==> config.mk <==
export PLATFORM = sky130hd
export DESIGN_NAME = msk_skid
export DESIGN_NICKNAME = d
export VERILOG_FILES = /design/src/hdl/msk_skid.sv
export SDC_FILE = /design/constraint.sdc
export NUM_CORES = 1
export LEC_CHECK = 0
export ABC_AREA = 1
export BUFFER_PORTS_ARGS = -buffer_cell sky130_fd_sc_hd__buf_2
export CORE_MARGIN = 2
export CORE_UTILIZATION = 50
export CTS_CLUSTER_SIZE = 20
export DETAILED_ROUTE_END_ITERATION = 10
export PLACE_DENSITY = 0.89
export REMOVE_ABC_BUFFERS = 1
export SLEW_MARGIN = 25
export SYNTH_ARGS = -nofsm -noshare
export SYNTH_HDL_FRONTEND = slang
export SYNTH_SLANG_ARGS = --single-unit
==> constraint.sdc <==
create_clock -name clk -period 1.82 [get_ports clk]
set_input_delay 0.091 -clock clk [delete_from_list [all_inputs] [get_ports clk]]
set_output_delay 0.091 -clock clk [all_outputs]
set_load 0.02 [all_outputs]
==> src/hdl/msk_skid.sv <==
`default_nettype none
// ----------------------------------------------------------------------------
// msk_skid
// Two-entry output buffer. The pipeline keeps moving while one finished item
// waits; it holds only when both entries are full and the sink stalls.
// ----------------------------------------------------------------------------
module msk_skid #(
  parameter int W = 18
) (
  input  logic         clk,
  input  logic         rst,
  input  logic         push,
  input  logic [W-1:0] din,
  input  logic         stall,
  output logic         valid,
  output logic [W-1:0] dout,
  output logic         full
);

  logic         v0, v1, v0_next, v1_next;
  logic         load_e0, load_e1, shift_e1;
  logic [W-1:0] e1;
  logic         pop;

  assign pop   = v0 && !stall;
  assign valid = v0;
  assign full  = v1;

  always_comb begin
    v0_next  = v0;
    v1_next  = v1;
    load_e0  = 1'b0;
    load_e1  = 1'b0;
    shift_e1 = 1'b0;
    if (pop) begin
      if (v1) begin
        shift_e1 = 1'b1;
        v1_next  = push;
        load_e1  = push;
      end else begin
        v0_next = push;
        load_e0 = push;
      end
    end else if (push) begin
      if (v0) begin
        v1_next = 1'b1;
        load_e1 = 1'b1;
      end else begin
        v0_next = 1'b1;
        load_e0 = 1'b1;
      end
    end
  end

  always_ff @(posedge clk) begin
    if (rst) begin
      v0 <= 1'b0;
      v1 <= 1'b0;
    end else begin
      v0 <= v0_next;
      v1 <= v1_next;
    end
  end

  always_ff @(posedge clk) begin
    if (shift_e1) begin
      dout <= e1;
    end else if (load_e0) begin
      dout <= din;
    end
    if (load_e1) begin
      e1 <= din;
    end
  end

endmodule
`default_nettype wire

**Yosys cells after proc, flatten, opt, wreduce, memory -nomap -nowiden**

Cells that the tools add are included.

- Bits in registers: 38
- Input bits: 22
- Output and inout bits: 20
- Word-level logic and storage cells: 30

- Equality and inequality tests: 1
- Multiplexer cells: 18
- Reduce and logical (&&, ||, !) cells: 7

Operators by type and width:

| kind | number |
|---|---|
| $mux W18 | 2 |
| $mux W1 | 16 |
| $reduce_bool A2 Y1 | 3 |
| $reduce_and A2 Y1 | 2 |
| $ne A2 B2 Y1 const B | 1 |
| $logic_and A1 B1 Y1 | 1 |
| $logic_not A1 Y1 | 1 |

**Depth between registers and ports, before layout**

Gate-level depths: netlist of run 1.

- Depth after elaboration: 5
- Depth in mapped cells: 6
- Gate-level depth less buffers: 5

**Least setup slack after synthesis of run 1**

No wires, ideal clock.

- Path kind: register -> register
- Start point: reg v0 (netlist: valid)
- End point: reg dout[0], enable pin
- Setup time: 375 ps
- Data arrival time: 1300 ps
- Data required time: 1445 ps
- Path slack: 145 ps
- Stages on the path, launching flop included: 5
- Path buffers: 2
- Period minus slack after synthesis: 1675 ps
- Cells stage by stage: dfxtp_1 -> nand3_2 -> buf_6 -> buf_8 -> nand2_1

- Longest elaborated chain between the ends: 4
- Elaborated cells on any way between the ends: 6
- Those cells by class: mux: 4; reduce/logical: 2

RTL lines:

| element | RTL line | RTL |
|---|---|---|
| start: declaration | 20 | `logic v0, v1, v0_next, v1_next;` |
| start signal: assignment | 60 | `v0 <= v0_next;` |
| $mux W1 | 45 | `if (v0) begin` |
| $mux W1 | 44 | `end else if (push) begin` |
| $mux W1 | 35 | `if (pop) begin` |
| $reduce_bool A2 Y1 (no line) (*) | n/a |  |
| end signal: assignment | 69 | `dout <= din;` |
| end: declaration | 16 | `output logic [W-1:0] dout,` |

Mark *: on every way between the ends. The rest lies on a longest branch, timed or not.
A chain may end at the register's enable or synchronous reset.

**Worst setup path in the final report of run 1**

- Start point: reg v0 (netlist: valid)
- End point: reg dout[12], enable pin

Same word-level chain as after synthesis.

==> impl_metrics.yaml, run 1 <==
global_routing:
  grtUsageTotal: 0.181
  grt_pass1_wl_um: 4280
  grt_start_max_net_pins: 19
  antenna_found_initial: 0
  overflow: 0
  first_global_vias: 995
worst_setup_path:
  crit_buf_inv: 1
  ff2ff_setup_slack_ns: 0.57
  critPathKind: "flip-flop to flip-flop"
  crit_fanout: 18
  worstPathArrival_ns: 1.31
  required_ns: 1.88
  r2r-end: "dout[12]"
  max_stage_delay_ns: 0.42
  cp_top_family: "flip-flops"
  cp_slowest_cell: "dfxtp_1"
  r2r-start: "valid"
  cp-start-kind: "flip-flop"
  end_kind: "flip-flop"
  reg2reg_depth: 3
  path_cells: "nand3_2 > nand2_1 > buf_12"
synth:
  yosysTopAreaCellShare: 0.753
  synth_cells: 112
  synth_cell_types: 10
  yosysTopAreaCell: "edfxtp_1"
  synth_seq_cells: 38
  syn_area_per_cell_um2: 12.8
  netlist_area_um2: 1440
  synth.area.top_cells: "edfxtp_1, nand2_1, dfxtp_1, buf_6, inv_1"
  yosysWarnings: 0
  yosysSeqAreaShare: 0.780
floorplan:
  core_um2: 2730
  die_w_um: 57.6
  fp-row-count: 19
  die_y_um: 57.6
  ios: 42
  dieArea_um2: 3320
  initial_core_util: 0.525
routing:
  finalWirelength_um: 2750
  ant_nets: 0
  vias_per_cell: 4.82
  drc_errors: 0
  drt_iter0_markers: 30
  vias: 1022
  dr.pass1.iters: 4
  wl_per_cell_um: 13.0
power_and_ir_drop:
  power.total_mw: 1.76
  vdd_drop_max_mv: 1.12
  power_leakage_nw: 0.874
  power_density_nw_per_um2: 901
sta:
  slew_headroom: 0.807
  rsz0062_at_grt: "false"
  hold_viol: 0
  slew_viol_final: 0
  fin_crit_sh: 0.688
  fin_worst_skew_ns: 0.0114
  setup_viol: 0
  min_period_ns: 1.25
  fin_setup_tns_ns: 0
  fmax_mhz: 799
  tightestPinTransition_ns: 0.289
min_path:
  whs_endpoint: "full"
  min_path_cells: 5
  hold_path.class: "input port to flip-flop"
  min-delay-start: "stall"
clock_network:
  htree_levels: 2
  clkLatencyLatePin_ns: 0.35
  cts_setup_buffers: 0
  cts.sinks: 38
  cts_root_buf: "clkbuf_4"
  cts_tree: "done"
  cts_buffers: 5
  clkTransAtPathRegs_ns: 0.11
  cts_resized: 0
  cts_buffer_depth: 2
place:
  port_buffers: 41
  gp_congestion: 0.752
  placed_area_um2: 1680
  dp.cells: 184
layout:
  synthToLayoutAreaGrowth_pct: 36.2
  final_cells: 212
  antenna_cells: 0
  finalNetCount: 202
  drive_gt1_frac: 0.304
  final_cell_area_um2: 1960
job:
  cap_violations: 0
status:
  status: "finished clean"
-- area by class of cell --
type,instances,area (µm²)
sequential,38,1120
fill,179,778
timing repair buffer,64,440
multi-input combinational,65,255
clock inverter,3,40.0
tap,31,38.8
clock buffer,5,37.5
inverter,6,22.5
-- per-layer routing --
layer  vias to the layer above  GRT usage  part of all wire  routed length [µm]
met5                         -          0                 0                   0
met4                         0     0.0797             0.015                  40
met3                         4     0.0680             0.062                 171
met2                        41      0.305              0.51                1400
met1                       469      0.204              0.41                1140
li1                        508          -                 -                   -
-- per-stage QoR --
stage | setup slack, ns | util | hold WS, ns
after floorplan | 0.132 | - | 0.160
final | 0.569 | 0.715 | 0.134
after global placement | 0.646 | 0.614 | 0.260
after detailed placement | 0.596 | 0.614 | 0.269
after CTS | 0.578 | 0.715 | 0.117
after global routing | 0.460 | 0.715 | 0.162
-- worst max-delay path by stage --
stage / cells after the start / slack (ns) / start / endpoint
floorplan: 2 / 0.13 / valid / dout[0]
global placement: 3 / 0.65 / valid / dout[14]
detailed placement: 3 / 0.60 / valid / dout[12]
CTS: 3 / 0.58 / valid / dout[12]
global route: 4 / 0.46 / valid / dout[1]
finish: 3 / 0.57 / valid / dout[12]
-- power breakdown --
part | total [mW] | leakage (nW) | internal (mW) | switching (mW)
logic | 0.183 | 0.474 | 0.0830 | 0.100
registers | 1.01 | 0.355 | 1.00 | 0.0120
clock network | 0.565 | 0.0450 | 0.285 | 0.280
-- Yosys cell counts --
cell      instances
dfxtp_1           2
nand2_1          61
buf_6             2
buf_8             1
edfxtp_1         36
nand2_2           1
a21oi_1           2
inv_1             5
inv_2             1
nand3_2           1
-- worst register-to-register path, stage by stage (launching register included) --
cell and delay, ns:
dfxtp_1 0.42, nand3_2 0.21, nand2_1 0.17, buf_12 0.17
-- timing repair --
item	CTS	global route
endpoints found under the setup margin	0	0
hold endpoints to repair	20	0
hold buffers	20	0
-- sequential cells by signal (all words and copies together), names as in the netlist --
signal and count:
full 1, valid 1, dout 18, e1 18
-- logic make-up (layout without fill, tap and decap cells) --
family          after synthesis  after routing  share of synthesized area
buf+inv                       9             78                     0.0418
compound gates                2              2                    0.00697
simple gates                 63             63                      0.171
flops                        38             38                      0.780
-- placed cells by master (no fill, tap or decap), types with 2 or more instances in the layout --
cell type,count
inv_1,5
buf_2,41
buf_4,2
clkinv_2,2
nand2_1,61
edfxtp_1,36
a21oi_1,2
dfxtp_1,2
dlygate4sd3_1,20
clkbuf_4,5
Note: power is estimated with default switching activity, not from simulation.
==> inputs of run 2 (changes only) <==
--- a/config.mk
+++ b/config.mk
@@ -8,10 +8,10 @@
 export ABC_AREA = 1
 export BUFFER_PORTS_ARGS = -buffer_cell sky130_fd_sc_hd__buf_2
 export CORE_MARGIN = 2
-export CORE_UTILIZATION = 50
+export CORE_UTILIZATION = 45
 export CTS_CLUSTER_SIZE = 20
 export DETAILED_ROUTE_END_ITERATION = 10
-export PLACE_DENSITY = 0.89
+export PLACE_DENSITY = 0.85
 export REMOVE_ABC_BUFFERS = 1
 export SLEW_MARGIN = 25
 export SYNTH_ARGS = -nofsm -noshare
==> constraint.sdc (replaced) <==
create_clock -name clk -period 1 [get_ports clk]
set_input_delay 0.05 -clock clk [delete_from_list [all_inputs] [get_ports clk]]
set_output_delay 0.05 -clock clk [all_outputs]
set_load 0.02 [all_outputs]
==> impl_metrics.yaml, run 2 (synthesis results as in run 1) <==
sta:
  slew_viol_final: 0
  fin_crit_sh: 1.16
  rsz0062_at_grt: "true"
  fin_worst_skew_ns: 0.00920
  fin_ws_ns: -0.159
  slew_headroom: 0.901
  fin_setup_tns_ns: -6.25
  min_period_ns: 1.16
  setup_viol: 55
  hold_viol: 0
  fmax_mhz: 863
  tightestPinTransition_ns: 0.148
power_and_ir_drop:
  combinationalPowerShare: 0.125
  intPower_mw: 2.55
  power_density_nw_per_um2: 1530
  vdd_drop_max_mv: 0.820
  power_leakage_nw: 0.938
  p_switching_mw: 0.754
  p_clk_frac: 0.317
  seq_power_share: 0.558
  swShare: 0.228
floorplan:
  dieArea_um2: 3660
  fp-row-count: 20
  core_um2: 3050
  die_w_um: 60.5
  ios: 42
  initial_core_util: 0.470
  die_y_um: 60.5
global_routing:
  use_met1: 0.200
  grtUsageTotal: 0.187
  overflow: 0
  grt_start_max_net_pins: 19
  grt_util_met2: 0.334
  busiest_layer: "met2"
  first_global_vias: 1065
  grt_pass1_wl_um: 4750
  antenna_found_initial: 0
  use_met3: 0.0512
worst_setup_path:
  max_stage_delay_ns: 0.36
  ff2ff_setup_slack_ns: -0.16
  cp_slowest_cell: "dfxtp_2"
  r2r-start: "full"
  crit_fanout: 9
  r2r-end: "dout[1]"
  reg2reg_depth: 6
  required_ns: 1.07
  cpMostUsedCell: "nand2_2"
  end_kind: "flip-flop"
  cp_top_family: "flip-flops"
  worstPathArrival_ns: 1.23
  path_cells: "inv_1 > nand2_2 > nand2_2 > nand2_2 > nand2_4 > buf_12"
  cp-start-kind: "flip-flop"
  critPathKind: "flip-flop to flip-flop"
  crit_buf_inv: 2
  crit_cells: 6
clock_network:
  cts.sinks: 38
  cts_root_buf: "clkbuf_4"
  cts_buffers: 5
  cts_tree: "done"
  cts_buffer_depth: 2
  clkTransAtPathRegs_ns: 0.12
  htree_levels: 2
  clkLatencyLatePin_ns: 0.35
layout:
  fill_cells: 200
  finalNetCount: 212
  top_regs: "dout x18, e1 x18"
  antenna_cells: 0
  post-route-util: 0.705
  final_cell_mix: "nand2_1, buf_2, edfxtp_1, dlygate4sd3_1, buf_6"
  drive_gt1_frac: 0.382
  synthToLayoutAreaGrowth_pct: 49.8
  layout_commonest_cell: "nand2_1"
status:
  violations: "negative setup slack"
  status: "finished with violations"
min_path:
  min-delay-start: "push"
  whs_endpoint: "full"
  hold_path.class: "input port to flip-flop"
  min_path_cells: 5
routing:
  wl_per_cell_um: 13.3
  vias_per_cell: 4.79
  dr.pass1.iters: 4
  drt_iter0_markers: 68
  finalWirelength_um: 3130
  ant_nets: 0
  vias: 1125
  drc_errors: 0
place:
  dp.final_hpwl_um: 1930
  gp_congestion: 0.759
  port_buffers: 41
job:
  cap_violations: 0
[run 2: changes by cell type in the layout (fill, tap and decap cells not counted), moves of 2 or more]
cell,change
nand2_2,+4
buf_2,-3
nand2_1,-5
buf_4,+3
dfxtp_1,-2
buf_6,+8
clkinvlp_4,+2
clkinv_2,-2
[run 2: worst max-delay path by stage]
stage          endpoint  slack (ns)  startpoint
2_1_floorplan   dout[0]       -0.69       valid
3_3_place_gp    dout[8]       -0.12       valid
3_5_place_dp    dout[1]       -0.21       valid
4_1_cts        dout[17]       -0.13       valid
5_1_grt        dout[17]       -0.20       valid
6_report        dout[1]       -0.16        full
[run 2: power groups by stage]
stage,logic (mW),registers [mW],clock network (mW)
floorplan,0.0704,1.95,0
global placement,0.279,1.88,0
detailed placement,0.288,1.88,0
CTS,0.391,1.84,1.04
global route,0.445,1.85,1.11
finish,0.412,1.84,1.05
[run 2: through the flow]
step	setup WS, ns	instances	hold WS, ns	total power [mW]	area, µm²
global route	-0.195	235	0.163	3.41	2150
CTS	-0.131	233	0.0999	3.28	2120
floorplan	-0.688	109	0.119	2.02	1400
finish	-0.159	235	0.128	3.30	2150
global placement	-0.124	202	0.226	2.15	1740
detailed placement	-0.206	202	0.228	2.17	1740
[run 2: layout make-up]
| type | count | area [µm²] | share of cell area |
|---|---|---|---|
| inverter | 6 | 30.0 | 0.0140 |
| clock buffer | 5 | 37.5 | 0.0174 |
| clock inverter | 3 | 45.0 | 0.0209 |
| sequential | 38 | 1130 | 0.523 |
| multi-input combinational | 65 | 273 | 0.127 |
| tap | 44 | 55.1 | 0.0256 |
| timing repair buffer | 74 | 586 | 0.272 |
[run 2: metal layers]
layer | vias to the layer above | routed length [µm] | share of wire
li1 | 526 | - | -
met1 | 534 | 1170 | 0.37
met2 | 53 | 1670 | 0.53
met3 | 12 | 210 | 0.067
met4 | 0 | 80 | 0.026
met5 | - | 0 | 0
[run 2: timing repair]
item | 4_1_cts | 5_1_grt
setup buffers | 0 | 2
pin swaps | 1 | 0
hold endpoints to repair | 31 | 0
gates resized for setup | 20 | 7
setup endpoints to repair | 56 | 57
cloned | 3 | 0
hold buffers | 20 | 0
[run 2: worst min-delay path, stage by stage]
cell and delay [ns]:
buf_2 0.12, nand2_1 0.07, inv_1 0.04, nand2_2 0.09, a21oi_1 0.07
